## src/rtl/core/huffman_bit_serial_decoder_unit_defines.svh

```systemverilog
// assertion macros used by the decoder back end
// depends on nothing; the using module supplies clk and arst_n
`ifndef HUFFMAN_BIT_SERIAL_DECODER_UNIT_DEFINES_SVH
`define HUFFMAN_BIT_SERIAL_DECODER_UNIT_DEFINES_SVH

// same-cycle implication, checked out of reset
`define HBSD_ASSERT_NOW(label, ante, cons, msg) \
	label: assert property (@(posedge clk) disable iff (!arst_n) (ante) |-> (cons)) \
		else $error(msg);

// next-cycle implication, checked out of reset
`define HBSD_ASSERT_NEXT(label, ante, cons, msg) \
	label: assert property (@(posedge clk) disable iff (!arst_n) (ante) |=> (cons)) \
		else $error(msg);

`endif

```

## src/rtl/core/hbsd_pkg.sv

```systemverilog
// shared types and constants of the bit-serial huffman decoder
// depends on nothing
package hbsd_pkg;

	// code table geometry
	localparam int MAX_CODE_LEN = 12;
	localparam int TREE_DEPTH   = 8192;
	localparam int ADDR_W       = $clog2(TREE_DEPTH);
	localparam int NEXT_W       = ADDR_W + 1;
	localparam int LOAD_W       = MAX_CODE_LEN + 1;
	localparam int LEVEL_END    = (1 << (MAX_CODE_LEN + 1)) - 1;
	localparam int WALK_BOUND   = (LEVEL_END < TREE_DEPTH) ? LEVEL_END : TREE_DEPTH;

	// field widths
	localparam int SYM_W  = 8;
	localparam int CODE_W = 12;
	localparam int LEN_W  = 4;

	// queue between front and back
	localparam int QUEUE_DEPTH = 2;
	localparam int QCNT_W      = $clog2(QUEUE_DEPTH + 1);

	// command codes
	localparam logic CMD_LOAD   = 1'b0;
	localparam logic CMD_DECODE = 1'b1;

	// one classified word for the back end
	typedef struct packed {
		logic              is_load;
		logic [ADDR_W-1:0] addr;
		logic [SYM_W-1:0]  symbol;
		logic              coded_bit;
	} hbsd_op_t;

endpackage

```

## src/rtl/core/hbsd_queue.sv

```systemverilog
// two-entry queue that decouples the front end from the back end
// depends on hbsd_pkg
module hbsd_queue import hbsd_pkg::*; (
	input  logic     clk,
	input  logic     arst_n,
	input  logic     push_valid,
	output logic     push_ready,
	input  hbsd_op_t push_op,
	output logic     pop_valid,
	input  logic     pop_ready,
	output hbsd_op_t pop_op
);

	hbsd_op_t          entry_q [QUEUE_DEPTH];
	logic              wr_ptr_q;
	logic              rd_ptr_q;
	logic [QCNT_W-1:0] count_q;
	logic              push_fire;
	logic              pop_fire;

	assign push_ready = count_q != QCNT_W'(QUEUE_DEPTH);
	assign pop_valid  = count_q != '0;
	assign pop_op     = entry_q[rd_ptr_q];
	assign push_fire  = push_valid && push_ready;
	assign pop_fire   = pop_valid && pop_ready;

	// pointers and fill count
	always_ff @(posedge clk or negedge arst_n) begin
		if (!arst_n) begin
			wr_ptr_q <= 1'b0;
			rd_ptr_q <= 1'b0;
			count_q  <= '0;
		end else begin
			if (push_fire) begin
				wr_ptr_q <= !wr_ptr_q;
			end
			if (pop_fire) begin
				rd_ptr_q <= !rd_ptr_q;
			end
			if (push_fire && !pop_fire) begin
				count_q <= count_q + QCNT_W'(1);
			end else if (pop_fire && !push_fire) begin
				count_q <= count_q - QCNT_W'(1);
			end
		end
	end

	// entry storage
	always_ff @(posedge clk) begin
		if (push_fire) begin
			entry_q[wr_ptr_q] <= push_op;
		end
	end

endmodule

```

## config.mk

```make
export PLATFORM = sky130hd
export DESIGN_NAME = hbsd_queue
export DESIGN_NICKNAME = d
export VERILOG_FILES = /design/src/rtl/core/huffman_bit_serial_decoder_unit_defines.svh /design/src/rtl/core/hbsd_pkg.sv /design/src/rtl/core/hbsd_queue.sv
export SDC_FILE = /design/constraint.sdc
export NUM_CORES = 1
export LEC_CHECK = 0
export CAP_MARGIN = 25
export CORE_MARGIN = 5
export CORE_UTILIZATION = 44
export DETAILED_ROUTE_END_ITERATION = 10
export DONT_BUFFER_PORTS = 1
export PLACE_DENSITY = 0.62
export SLEW_MARGIN = 20
export SYNTH_ARGS = -nofsm -noshare
export SYNTH_HDL_FRONTEND = slang
export SYNTH_SLANG_ARGS = --single-unit
```

## constraint.sdc

```tcl
create_clock -name clk -period 3.3 [get_ports clk]
set_clock_uncertainty 0.15 [all_clocks]
set_input_delay 0.33 -clock clk [delete_from_list [all_inputs] [get_ports clk]]
set_output_delay 0.33 -clock clk [all_outputs]
set_load 0.03 [all_outputs]
```

==> results by group <==
Worst setup path
  • Worst Path Max Fanout: 14
  • R2R Setup Slk: 1130 ps
  • CP Launch Type: flop
  • Critical Path RT: 3140 ps
  • Reg2reg end: entry_q[0][15]
  • Critical R2R Launch: count_q[0]
  • Setup CP Type: reg2reg
  • Worst r2r path cells: 4
  • CP Capture Type: flop
  • Critical Path AT: 2010 ps

Global routing
  • Grt total ovfl: 0
  • Total GRT Usage: 11.0%
  • First-pass GRT wire length: 4970 um
  • Largest net degree at the start of global routing: 15
  • Vias in the first global route: 1,005
  • Number of antenna violations at the first check in global routing: 0

Cells and area
  • Area grow syn2layout: 20.1%
  • Final Util: 54.4%
  • Multi-input gate area: 425 sq um
  • Final Cell Area: 0.00235 sq mm
  • Fillers: 364
  • FF/Latch Area: 0.00148 sq mm
  • Final nets: 150
  • Share of cells above drive strength 1: 28.5%
  • Commonest cells after routing, fill and taps aside: edfxtp_1, dlygate4sd3_1, mux2_4, clkbuf_8
  • Leading cell type in the layout, fill and taps excluded: edfxtp_1
  • # diodes: 0

Synth
  • Syn_area_per_cell: 21.8 sq um
  • Adder-Cell Fraction of Synth Area: 0.639%
  • Mapped cell area: 0.00196 sq mm
  • Syn. warnings: 0
  • Simple-Gate Fraction of Synth Area: 1.85%
  • Synth area leader: edfxtp_1
  • Top cells by area, synth: edfxtp_1, mux2_4, dfrtp_1
  • Post-synthesis xor/xnor area fraction: 2.23%
  • Seq/Total Area, Yosys: 75.6%
  • Main combinational cell family by area after synthesis: multiplexers
  • Top cell type's share of synthesized area: 70.5%
  • Net Count, Synth: 118
  • Multiplexer area fraction after synthesis: 16.9%
  • Synth Area in Compound Gates: 0%
  • Yosys reg bits: 50
  • Unique masters post-synth: 16
  • Mapped Cells: 90

STA
  • Final Setup Violations: 0
  • FMAX: 461 MHz
  • Fin crit period: 2170 ps
  • Fin crit share: 65.7%
  • WHS: 32.0 ps
  • RSZ-0062 raised after global routing: no
  • Final Max Slew Viols: 0
  • Endpoints failing hold: 0
  • TNS Setup: 0 ps
  • Slew margin rel.: 65.0%
  • Slew @ Worst Pin: 525 ps

Route
  • Routed via count: 866
  • Final wirelength: 3050 um
  • DR WL/cell: 17.4 um
  • Starting DRT DRC Count: 30
  • Drt via density: 4.95
  • DR pass1 iterations: 2
  • Post-route DRC: 0
  • Antenna-violating nets left: 0

Placed design
  • Post-DP Area: 0.00201 sq mm
  • Buffers added on ports: 0
  • HPWL after DPL: 2130 um
  • Final Wtd Congestion: 0.694

Power
  • Sequential power share: 42.6%
  • Leakage: 0.000869 uW
  • Clk network pwr share: 18.6%
  • PwrDens: 920 mW/mm^2
  • Internal power: 1400 uW
  • Logic pwr share: 38.8%
  • Switching power: 763 uW
  • Sw frac: 35.3%
  • Worst VDD drop: 524 uV

Floorplanning
  • Die footprint: 0.00589 sq mm
  • I/O Pins: 52
  • Die height: 76.7 um
  • Core area: 0.00432 sq mm
  • Row cnt: 24
  • Die width: 76.7 um
  • Initial Util: 45.3%

Clock network
  • Clock transition at the registers of the reported paths: 80 ps
  • Post_cts resized: 0
  • Setup bufs post-CTS: 0
  • CTS Root Cell: clkbuf_8
  • H-tree depth: 2
  • CTS tree: built
  • Clk Latency, worst-skew pair: 290 ps
  • CTS Buffer Depth: 2
  • Cts bufs inserted: 5
  • # clock sinks: 50

Min path
  • Worst min path class: in2reg
  • Hold Path Stages: 2
  • Hold EP: rd_ptr_q
  • Hold Crit Start: pop_ready

Job
  • Max-capacitance violation count: 0

Outcome
  • Outcome: completed
power groups by stage:
stage	sequential, uW	clock (uW)	combinational [uW]
floorplan	924	0	780
global placement	928	0	819
detailed placement	938	0	829
CTS	925	418	857
global route	938	446	891
finish	922	404	840
stage by stage:
stage                     instances  total power, uW  worst slack (ps)
after CTS                       175             2200              1100
after global placement          143             1750              1180
after detailed placement        143             1770              1100
final                           175             2170              1130
after floorplan                  90             1700               873
after global routing            175             2270               958
Yosys cell counts, drive strengths merged:
library cell	count
xor2	2
and3	1
inv	1
mux2	23
nand2b	1
dfrtp	4
xnor2	3
nor2	2
edfxtp	46
buf	3
or2	1
nand2	2
ha	1
worst max-delay path, stage by stage (launching register included):
cell and delay [ps]:
dfrtp_1 400, nand2b_1 360, nand2_1 180, nor2_2 450
buf_4 320
cell families after synthesis:
| group | Yosys count |
|---|---|
| simple gates | 7 |
| xor+xnor | 5 |
| flops | 50 |
| mux | 23 |
| fa+ha+maj | 1 |
| buf+inv | 4 |
registers in the layout, summed over array words and instances (netlist names):
signal,flops
entry_q,46
count_q,2
rd_ptr_q,1
wr_ptr_q,1
layout make-up:
class	count	share of cell area (%)
Clock buffer	7	3.24
Clock inverter	1	1.28
Inverter	1	0.160
Multi-Input combinational cell	36	18.1
Sequential cell	50	63.0
Tap cell	52	2.77
Timing Repair Buffer	28	11.5
layer usage:
layer / vias to the layer above / GRT usage (%) / share of wire (%)
met5: - / 0 / 0
met4: 0 / 3.67 / 1.2
met3: 5 / 5.15 / 8.2
met2: 32 / 20.1 / 56
met1: 427 / 10.6 / 35
li1: 402 / - / -
how the worst max path moves through the flow:
stage | start | end | slack [ps] | depth (start not counted)
final | count_q[0] | entry_q[0][15] | 1130 | 4
after global routing | count_q[0] | entry_q[0][0] | 960 | 4
after CTS | count_q[0] | entry_q[0][2] | 1100 | 4
after detailed placement | count_q[0] | entry_q[0][1] | 1100 | 4
after global placement | count_q[0] | entry_q[0][1] | 1180 | 4
after floorplan | count_q[0] | entry_q[0][0] | 870 | 3
timing repair:
| item | 4_1_cts | 5_1_grt |
|---|---|---|
| endpoints found under the hold margin | 50 | 0 |
| hold buffers | 24 | 0 |
| endpoints found under the setup margin | 0 | 0 |
Power figures use the tool's default switching activity.
