===== config.mk =====
export PLATFORM = sky130hd
export DESIGN_NAME = hbsd_front
export DESIGN_NICKNAME = d
export VERILOG_FILES = /design/src/rtl/core/huffman_bit_serial_decoder_unit_defines.svh /design/src/rtl/core/hbsd_pkg.sv /design/src/rtl/core/hbsd_front.sv
export SDC_FILE = /design/constraint.sdc
export NUM_CORES = 1
export LEC_CHECK = 0
export BUFFER_PORTS_ARGS = -buffer_cell sky130_fd_sc_hd__buf_2
export CORE_ASPECT_RATIO = 2
export CORE_UTILIZATION = 35
export DETAILED_ROUTE_END_ITERATION = 12
export SLEW_MARGIN = 20
export SYNTH_ARGS = -nofsm -noshare
export SYNTH_HDL_FRONTEND = slang
export SYNTH_SLANG_ARGS = --single-unit

===== constraint.sdc =====
create_clock -name clk -period 3.55 [get_ports clk]
set_input_delay 0.71 -clock clk [delete_from_list [all_inputs] [get_ports clk]]
set_output_delay 0.71 -clock clk [all_outputs]
set_load 0.005 [all_outputs]

===== src/rtl/core/huffman_bit_serial_decoder_unit_defines.svh =====
// assertion macros used by the decoder back end
// depends on nothing; the using module supplies clk and arst_n
`ifndef HUFFMAN_BIT_SERIAL_DECODER_UNIT_DEFINES_SVH
`define HUFFMAN_BIT_SERIAL_DECODER_UNIT_DEFINES_SVH

// same-cycle implication, checked out of reset
`define HBSD_ASSERT_NOW(label, ante, cons, msg) \
	label: assert property (@(posedge clk) disable iff (!arst_n) (ante) |-> (cons)) \
		else $error(msg);

// next-cycle implication, checked out of reset
`define HBSD_ASSERT_NEXT(label, ante, cons, msg) \
	label: assert property (@(posedge clk) disable iff (!arst_n) (ante) |=> (cons)) \
		else $error(msg);

`endif


===== src/rtl/core/hbsd_pkg.sv =====
// shared types and constants of the bit-serial huffman decoder
// depends on nothing
package hbsd_pkg;

	// code table geometry
	localparam int MAX_CODE_LEN = 12;
	localparam int TREE_DEPTH   = 8192;
	localparam int ADDR_W       = $clog2(TREE_DEPTH);
	localparam int NEXT_W       = ADDR_W + 1;
	localparam int LOAD_W       = MAX_CODE_LEN + 1;
	localparam int LEVEL_END    = (1 << (MAX_CODE_LEN + 1)) - 1;
	localparam int WALK_BOUND   = (LEVEL_END < TREE_DEPTH) ? LEVEL_END : TREE_DEPTH;

	// field widths
	localparam int SYM_W  = 8;
	localparam int CODE_W = 12;
	localparam int LEN_W  = 4;

	// queue between front and back
	localparam int QUEUE_DEPTH = 2;
	localparam int QCNT_W      = $clog2(QUEUE_DEPTH + 1);

	// command codes
	localparam logic CMD_LOAD   = 1'b0;
	localparam logic CMD_DECODE = 1'b1;

	// one classified word for the back end
	typedef struct packed {
		logic              is_load;
		logic [ADDR_W-1:0] addr;
		logic [SYM_W-1:0]  symbol;
		logic              coded_bit;
	} hbsd_op_t;

endpackage


===== src/rtl/core/hbsd_front.sv =====
// front end: accepts input words, drops void loads, computes load addresses
// depends on hbsd_pkg
module hbsd_front import hbsd_pkg::*; (
	input  logic              clk,
	input  logic              arst_n,
	input  logic              hold,
	input  logic              in_valid,
	output logic              in_ready,
	input  logic              command,
	input  logic [SYM_W-1:0]  symbol_in,
	input  logic [CODE_W-1:0] code_value,
	input  logic [LEN_W-1:0]  code_length,
	input  logic              coded_bit,
	output logic              push_valid,
	input  logic              push_ready,
	output hbsd_op_t          push_op
);

	logic              valid_s1;
	hbsd_op_t          op_s1;
	logic [LOAD_W-1:0] base;
	logic [LOAD_W-1:0] idx;
	logic              len_ok;
	logic              idx_ok;
	logic              keep;
	logic              in_fire;
	logic              push_fire;

	// heap index of a code: level base plus masked codeword
	always_comb begin
		base   = (LOAD_W'(1) << code_length) - LOAD_W'(1);
		idx    = base + (LOAD_W'(code_value) & base);
		len_ok = (code_length != '0) && (32'(code_length) <= MAX_CODE_LEN);
		idx_ok = 32'(idx) < TREE_DEPTH;
		keep   = (command == CMD_DECODE) || (len_ok && idx_ok);
	end

	assign push_fire  = valid_s1 && push_ready;
	assign in_ready   = !hold && (!valid_s1 || push_ready);
	assign in_fire    = in_valid && in_ready;
	assign push_valid = valid_s1;
	assign push_op    = op_s1;

	// stage valid
	always_ff @(posedge clk or negedge arst_n) begin
		if (!arst_n) begin
			valid_s1 <= 1'b0;
		end else if (in_fire) begin
			valid_s1 <= keep;
		end else if (push_fire) begin
			valid_s1 <= 1'b0;
		end
	end

	// stage payload
	always_ff @(posedge clk) begin
		if (in_fire) begin
			op_s1.is_load   <= (command == CMD_LOAD);
			op_s1.addr      <= ADDR_W'(idx);
			op_s1.symbol    <= symbol_in;
			op_s1.coded_bit <= coded_bit;
		end
	end

endmodule


==> results of run 1 <==
## layout make-up
cell class                 instances  share of cell area, %
inverter                           5                   1.05
clock buffer                       4                   2.52
multi-input combinational        104                   36.7
timing repair buffer              57                   16.2
sequential                        24                   40.0
tap                               51                   3.56
## placed cells by master (no fill, tap or decap), drive strengths merged, types with 2 or more instances in the layout
cell / count
xnor2: 4
ha: 2
xor2: 4
or3: 6
a21oi: 13
nand2: 10
nand3: 3
inv: 5
nor4b: 2
a211oi: 2
buf: 57
and2: 2
nand2b: 3
nor2: 17
mux2i: 4
edfxtp: 23
or2: 3
o21ai: 7
clkbuf: 4
nor3: 3
nor2b: 3
## worst min path at each step
stage	from	endpoint	slack, ps	cells past startpoint
after CTS	arst_n	push_valid	210	1
after floorplan	arst_n	push_valid	410	0
after global routing	arst_n	push_valid	200	1
after detailed placement	arst_n	push_valid	490	1
after global placement	arst_n	push_valid	490	1
final	arst_n	push_valid	220	1
## layer usage
layer	up-vias	part of all wire, %
met4	0	5.7
met1	600	36
met5	-	0
met3	17	4.3
met2	63	54
li1	621	-
## cell families (layout without fill, tap and decap cells)
kind of cell,after synthesis,in the layout,synth area share [%]
mux,5,5,3.60
compound gates,32,32,14.3
fa+ha+maj,2,2,1.76
xor+xnor,8,8,4.92
buf+inv,12,66,3.69
simple gates,57,57,21.5
flops,24,24,50.2
## where the power goes
group          switching, µW  internal, µW  total (µW)
logic                   75.4          59.2         135
clock network           75.5          79.8         155
registers               4.10           333         337
total                    155           472         627
## worst reg2reg max path, cell delays in order, from the launching register on
cell and delay, ps:
dfrtp_1 400, a21oi_1 170, and2_1 840
## per-stage QoR
step | hold WS [ps] | cells
after floorplan | 414 | 140
after CTS | 209 | 245
after global placement | 485 | 241
after global routing | 203 | 245
after detailed placement | 489 | 241
final | 216 | 245
## sequential cells by signal, summed over array words and instances (netlist names)
name	count
push_op	23
push_valid	1
==> impl_metrics.toml, run 1 <==
[yosys]
syn_inst = 140
postSynthAreaPerCell_um2 = 10.2
yosysMostFrequentCell = "edfxtp_1"
yosysTopAreaCell = "edfxtp_1"
ys_ff_latch = 24
syn-cell-area_um2 = 1430
ys_top_cells_by_area = "edfxtp_1, a21oi_1, nor2_1, mux2i_1, nand2_1"
synth_common_cells = "edfxtp_1, nor2_1, a21oi_1, nand2_1"
seq_area_frac_synth_pct = 50.2
synth-edff-count = 23
yosysWarnings = 0
synthArstFlopShare_pct = 4.17
syn_nets = 173
synth_top_area_share_pct = 48.5
yosysUniqueCellTypes = 41
synth_flop_cell = "edfxtp_1"

[routing]
via_count = 1301
wl_um = 3630
drc = 0
detail_route.wl_per_cell_um = 14.8
firstDrtPassIters = 4
avgViaCountPerCell = 5.31
ant_nets = 0
drt_iter0_markers = 17

[floorplanning]
dieArea_um2 = 4350
pin_count = 56
row_count = 32
die_y_um = 92.2
die-width_um = 47.1
fp.coreArea_um2 = 3880
start_util_pct = 36.7

[cts]
cts_resized = 0
cts_post_setup_buffers_inserted = 0
cts-hold-fix-buffers = 0
clk_transition_reported_paths_ps = 80
cts_made_buffers = 3
tritoncts = "built"
numClockSinks = 24
htree_levels = 1
clockBufferDepth = 2
cts-root-buf = "clkbuf_8"
clk_latency_ps = 260

[finish]
diodes = 0
fillers = 402
fin_nets = 228
multi_input_area_um2 = 657
postLayoutCellArea_um2 = 1790
utilization_pct = 46.1
seqCellArea_um2 = 716
drive_gt1_share_pct = 35.6
syn_to_final_growth_pct = 25.6

[global_routing]
busiest_layer = "met2"
grt_max_degree = 25
grt_pass1_wl_um = 5740
grtUsageMet3_pct = 2.56
overflow = 0
grt_pass1_vias = 1328
antenna_found_initial = 0
gr-usage-all-layers_pct = 18.3
gr-usage-met1_pct = 17.7
met2_usage_pct = 31.8

[worst_setup_path]
cp.arrival_ps = 3000
r2r_slack_ps = 1760
critPathSlowestCell = "or4_4"
cp_common_cell = "ha_1"
crit_cells = 9
cp-startpoint = "code_length[0]"
reg2reg_depth = 2
endpoint = "push_op[13]"
endpoint_kind = "register"
worstReg2RegEnd = "push_op[7]"
max_stage_delay_ps = 520
crit_family = "simple AND/OR/NAND/NOR gates"
r2r_start = "push_valid"
critPathMaxFanout = 11
criticalPathCategory = "in2reg"
cp-start-kind = "input pin"
crit_path_cell_trace = "buf_2, or4_4, ha_1, nor2_1, ha_1, or3_1, a21oi_1, a21bo_2, a221oi_1"
required_ps = 3550
path_buf_inv = 1

[job]
drv_cap = 0

[timing]
rsz0062_at_grt = "false"
fmax_mhz = 333
fin_crit_ps = 3000
worst_pin_slew_ps = 1040
hold_viol = 0
min_period_over_period_pct = 84.5
setup_violations = 0
max-slew-margin-rel_pct = 30.8
maxSlewViolCount = 0
tns_ps = 0
fin_skew_ps = 3.75
worst_slack_ps = 549

[power]
irDropWorstVdd_mv = 0.141
total_power_uw = 627
total_leakage_power_uw = 0.000745
p_per_area_nw_per_um2 = 350

[status]
status = "finished, final reports clean"

[place]
place_ws_ps = 320
io_buffer_count = 55
dp.final_hpwl_um = 2970
gp_congestion = 1.00
post_dp_cell_area_um2 = 1750

[worst_hold_path]
hold_path.class = "in2async"
(Power assumes the default switching activity.)
==> run 2: changes to the inputs <==
--- a/config.mk
+++ b/config.mk
@@ -5,6 +5,7 @@
 export SDC_FILE = /design/constraint.sdc
 export NUM_CORES = 1
 export LEC_CHECK = 0
+export ABC_AREA = 1
 export BUFFER_PORTS_ARGS = -buffer_cell sky130_fd_sc_hd__buf_2
 export CORE_ASPECT_RATIO = 2
 export CORE_UTILIZATION = 35
==> constraint.sdc (replaced) <==
create_clock -name clk -period 3.1 [get_ports clk]
set_input_delay 0.62 -clock clk [delete_from_list [all_inputs] [get_ports clk]]
set_output_delay 0.62 -clock clk [all_outputs]
set_load 0.005 [all_outputs]
==> impl_metrics.toml, run 2 <==
[status]
status = "finished, final reports clean"

[routing]
drc = 0
firstDrtPassIters = 4
avgViaCountPerCell = 4.71
via_count = 1423
detail_route.wl_per_cell_um = 10.3
wl_um = 3120
ant_nets = 0
drt_iter0_markers = 29

[worst_setup_path]
worstReg2RegEnd = "push_op[1]"
critPathMaxFanout = 12
criticalPathCategory = "in2reg"
r2r_start = "push_valid"
endpoint = "push_op[21]"
r2r_slack_ps = 1820
endpoint_kind = "register"
cp-start-kind = "input pin"
cp.arrival_ps = 2580
reg2reg_depth = 4
cp-startpoint = "code_length[3]"
required_ps = 3130

[yosys]
syn_nets = 224
ys_ff_latch = 24
yosysUniqueCellTypes = 26
seq_area_frac_synth_pct = 47.3
synthArstFlopShare_pct = 4.17
syn-cell-area_um2 = 1510
yosysWarnings = 0
synth_top_area_share_pct = 45.6
yosysTopAreaCell = "edfxtp_1"
synth-edff-count = 23
syn_inst = 191
synth_common_cells = "nand2_1, nor2_1, edfxtp_1, inv_1, nand3_1"
postSynthAreaPerCell_um2 = 7.93
yosysMostFrequentCell = "nand2_1"
ys_top_cells_by_area = "edfxtp_1, nand2_1, nor2_1, inv_1, nand3_1"
synth_flop_cell = "edfxtp_1"

[power]
p_int_uw = 539
seq_power_share_pct = 52.9
total_leakage_power_uw = 0.000943
clkPwrFrac_pct = 24.3
p_sw_uw = 189
p_per_area_nw_per_um2 = 382
switching_share_pct = 25.9
combPwrFrac_pct = 22.7
irDropWorstVdd_mv = 0.142

[global_routing]
antenna_found_initial = 0
grtUsageMet3_pct = 1.28
busiest_layer = "met2"
grt_max_degree = 25
grt_pass1_vias = 1247
grt_pass1_wl_um = 4860
overflow = 0
gr-usage-met1_pct = 11.7
gr-usage-all-layers_pct = 13.7
met2_usage_pct = 29.0

[timing]
worst_hold_slack_ps = 123
fmax_mhz = 392
worst_pin_slew_ps = 289
min_period_over_period_pct = 82.3
rsz0062_at_grt = "false"
fin_skew_ps = 4.71
hold_viol = 0
maxSlewViolCount = 0
setup_violations = 0
tns_ps = 0
max-slew-margin-rel_pct = 80.7
fin_crit_ps = 2550

[cts]
htree_levels = 1
cts-hold-fix-buffers = 0
clk_latency_ps = 260
cts_resized = 0
tritoncts = "built"
cts_made_buffers = 3
cts_post_setup_buffers_inserted = 0
clockBufferDepth = 2
numClockSinks = 24
clk_transition_reported_paths_ps = 70
cts-root-buf = "clkbuf_8"

[floorplanning]
dieArea_um2 = 4610
die_y_um = 95.0
fp.coreArea_um2 = 4130
die-width_um = 48.5
start_util_pct = 36.7
pin_count = 56
row_count = 33

[place]
gp_congestion = 0.897
dp.final_hpwl_um = 2720
io_buffer_count = 55

[finish]
syn_to_final_growth_pct = 26.0
drive_gt1_share_pct = 30.8
fillers = 455
fin_nets = 284
layout_commonest_cell = "buf_2"
diodes = 0
layout_common_cells = "buf_2, nand2_1, nor2_1"
largest_reg_flops = 23

[worst_hold_path]
hold_path.class = "in2async"

[job]
drv_cap = 0
-- run 2: routing by layer --
metal | part of all wire (%) | wire length, µm
met5 | 0 | 0
met4 | 3.5 | 109
met3 | 3.6 | 111
met2 | 56 | 1740
met1 | 37 | 1160
-- run 2: power groups by stage --
stage          Combinational [µW]  Clock [µW]  Sequential [µW]
5_1_grt                       187         197              387
3_5_place_dp                  167           0              393
3_3_place_gp                  166           0              392
4_1_cts                       168         186              386
6_report                      165         177              385
2_1_floorplan                 100           0              397
-- run 2: worst max-delay path, stage by stage --
cell and delay (ps):
buf_2 170, nor2_1 180, nand2_1 120, ha_1 320, nor2_1 50, ha_1 180
a21oi_1 190, nor2_1 80, nor2_1 190, o21ai_2 120, nand3_2 90, nand2_2 60
nand2_2 60, nand2_1 50, nand2_1 50, nand2_1 40
-- run 2: cells by family after synthesis --
kind of cell	Yosys count	share of synthesized area [%]
buf+inv	29	7.60
flops	24	47.3
compound gates	14	5.54
fa+ha+maj	2	1.65
xor+xnor	7	4.05
simple gates	115	33.9
-- run 2: how the worst min path moves through the flow --
stage	from	to	slack, ps	cells past startpoint
finish	arst_n	push_valid	120	1
detailed placement	arst_n	push_valid	400	1
global route	arst_n	push_valid	110	1
CTS	arst_n	push_valid	120	1
floorplan	arst_n	push_valid	320	0
global placement	arst_n	push_valid	400	1
-- run 2: final cells by class --
cell class              instances  area [µm²]  area share (%)
flip-flops and latches         24         716            37.5
multi-input cells             138         688            36.1
repair buffers                 56         283            14.8
inverters                      28         110            5.77
well taps                      52        65.1            3.41
clock buffers                   4        45.0            2.36
-- run 2: per-stage QoR --
stage               total power (µW)  worst slack [ps]  instance area [µm²]  std cells  util [%]
global route                     771               377                 1910        302      46.2
CTS                              739               531                 1910        302      46.2
detailed placement               560               251                 1860        298      45.1
finish                           728               548                 1910        302      46.2
global placement                 559               305                 1860        298      45.1
floorplan                        497               206                 1510        191         -
==> run 3: changes to the inputs <==
--- a/config.mk
+++ b/config.mk
@@ -5,7 +5,7 @@
 export SDC_FILE = /design/constraint.sdc
 export NUM_CORES = 1
 export LEC_CHECK = 0
-export ABC_AREA = 1
+export ABC_AREA = 0
 export BUFFER_PORTS_ARGS = -buffer_cell sky130_fd_sc_hd__buf_2
 export CORE_ASPECT_RATIO = 2
 export CORE_UTILIZATION = 35
==> constraint.sdc (replaced) <==
create_clock -name clk -period 2.5 [get_ports clk]
set_input_delay 0.5 -clock clk [delete_from_list [all_inputs] [get_ports clk]]
set_output_delay 0.5 -clock clk [all_outputs]
set_load 0.005 [all_outputs]
==> impl_metrics.toml, run 3 (same netlist as run 1, synthesis figures left out) <==
[worst_setup_path]
cp-start-kind = "input pin"
required_ps = 2510
cp.arrival_ps = 2480
crit_path_cell_trace = "buf_6, or4_4, ha_4, nor2_4, ha_4, or3_4, a21oi_4, a21bo_2, a221oi_2"
r2r_slack_ps = 1010
r2r_start = "push_valid"
max_stage_delay_ps = 570
critPathMaxFanout = 4
reg2reg_depth = 3
worstReg2RegEnd = "push_op[3]"
criticalPathCategory = "in2reg"
endpoint_kind = "register"
critPathSlowestCell = "or4_4"
cp_common_cell = "ha_4"

[cts]
numClockSinks = 24
htree_levels = 1
cts-root-buf = "clkbuf_8"
clk_latency_ps = 260
cts_made_buffers = 3
clockBufferDepth = 2
clk_transition_reported_paths_ps = 70
tritoncts = "built"

[place]
dp.final_hpwl_um = 3020
place_inst = 254
gp_congestion = 0.896
io_buffer_count = 55
post_dp_cell_area_um2 = 1880

[power]
p_per_area_nw_per_um2 = 458
total_leakage_power_uw = 0.000844
irDropWorstVdd_mv = 0.220

[timing]
fmax_mhz = 405
maxSlewViolCount = 0
hold_viol = 0
rsz0062_at_grt = "true"
max-slew-margin-rel_pct = 75.1
fin_crit_ps = 2470
fin_skew_ps = 0.728
worst_pin_slew_ps = 370
setup_violations = 0
min_period_over_period_pct = 98.9

[job]
drv_cap = 0

[routing]
avgViaCountPerCell = 5.05
drc = 0
firstDrtPassIters = 4
wl_um = 3830
via_count = 1313
ant_nets = 0
drt_iter0_markers = 46
detail_route.wl_per_cell_um = 14.7

[finish]
layout_commonest_cell = "buf_2"
seqCellArea_um2 = 716
diodes = 0
layout_common_cells = "buf_2, edfxtp_1, buf_4"
syn_to_final_growth_pct = 43.8
fillers = 362
multi_input_area_um2 = 795
fin_nets = 243
postLayoutCellArea_um2 = 2050
drive_gt1_share_pct = 47.8
final_cells = 260
largest_reg_flops = 23

[floorplanning]
dieArea_um2 = 4350
die_y_um = 92.2
die-width_um = 47.1
pin_count = 56
start_util_pct = 36.7
row_count = 32
fp.coreArea_um2 = 3880

[worst_hold_path]
hold_path.class = "in2reg"
hold_depth = 1
hold_end = "push_op[4]"
min_from = "symbol_in[3]"

[global_routing]
gr-usage-all-layers_pct = 18.8
grt_pass1_vias = 1282
overflow = 0
grt_max_degree = 20
antenna_found_initial = 0
grt_pass1_wl_um = 5940

[status]
status = "finished, final reports clean"
==> run 3: where the power goes <==
part,switching (µW),internal (µW)
clock,107,113
combinational,125,114
sequential,6.06,472
total,238,700
==> run 3: critical path, delay by kind of cell <==
kind            cells  cell delay [ps]
compound gates      3              410
fa+ha+maj           2              500
buf+inv             1               90
simple gates        3              980
==> run 3: how the worst max path moves through the flow <==
stage	from	endpoint	slack, ps	cells after the start
6_report	code_length[0]	push_op[13]	30	9
5_1_grt	code_length[0]	push_op[17]	-40	10
4_1_cts	code_length[3]	push_op[19]	7	9
3_5_place_dp	code_length[3]	push_op[21]	-310	10
3_3_place_gp	code_length[3]	push_op[17]	-320	10
2_1_floorplan	code_length[2]	push_op[19]	-50	9
==> run 3: metal layers <==
layer / track usage (%) / wire length [µm] / vias to the layer above
met5: 0 / 0 / -
met4: 9.52 / 91 / 0
met3: 1.77 / 135 / 8
met2: 34.0 / 2230 / 39
met1: 19.6 / 1370 / 615
li1: - / - / 651
==> run 3: layout make-up <==
type,instances,share of cell area (%)
Timing Repair Buffer,72,20.1
Tap cell,51,3.11
Sequential cell,24,34.9
Inverter,5,0.916
Multi-Input combinational cell,104,38.8
Clock buffer,4,2.20
==> run 3: stage by stage <==
step	util [%]	hold WS, ps	setup slack (ps)	TNS [ps]	total power [µW]
floorplan	-	204	-54.7	-117	609
global placement	48.4	275	-323	-1980	697
detailed placement	48.4	276	-307	-2120	701
CTS	50.1	406	6.77	0	928
global route	52.8	396	-35.3	-49.4	993
finish	52.8	413	28.0	0	938
==> run 3: repair_timing <==
action / CTS / global route
pin swaps: 0 / 15
hold buffers: 1 / 0
gates resized for setup: 2 / 17
setup endpoints to repair: 3 / 8
endpoints found under the hold margin: 1 / 0
buffers inserted: 0 / 2
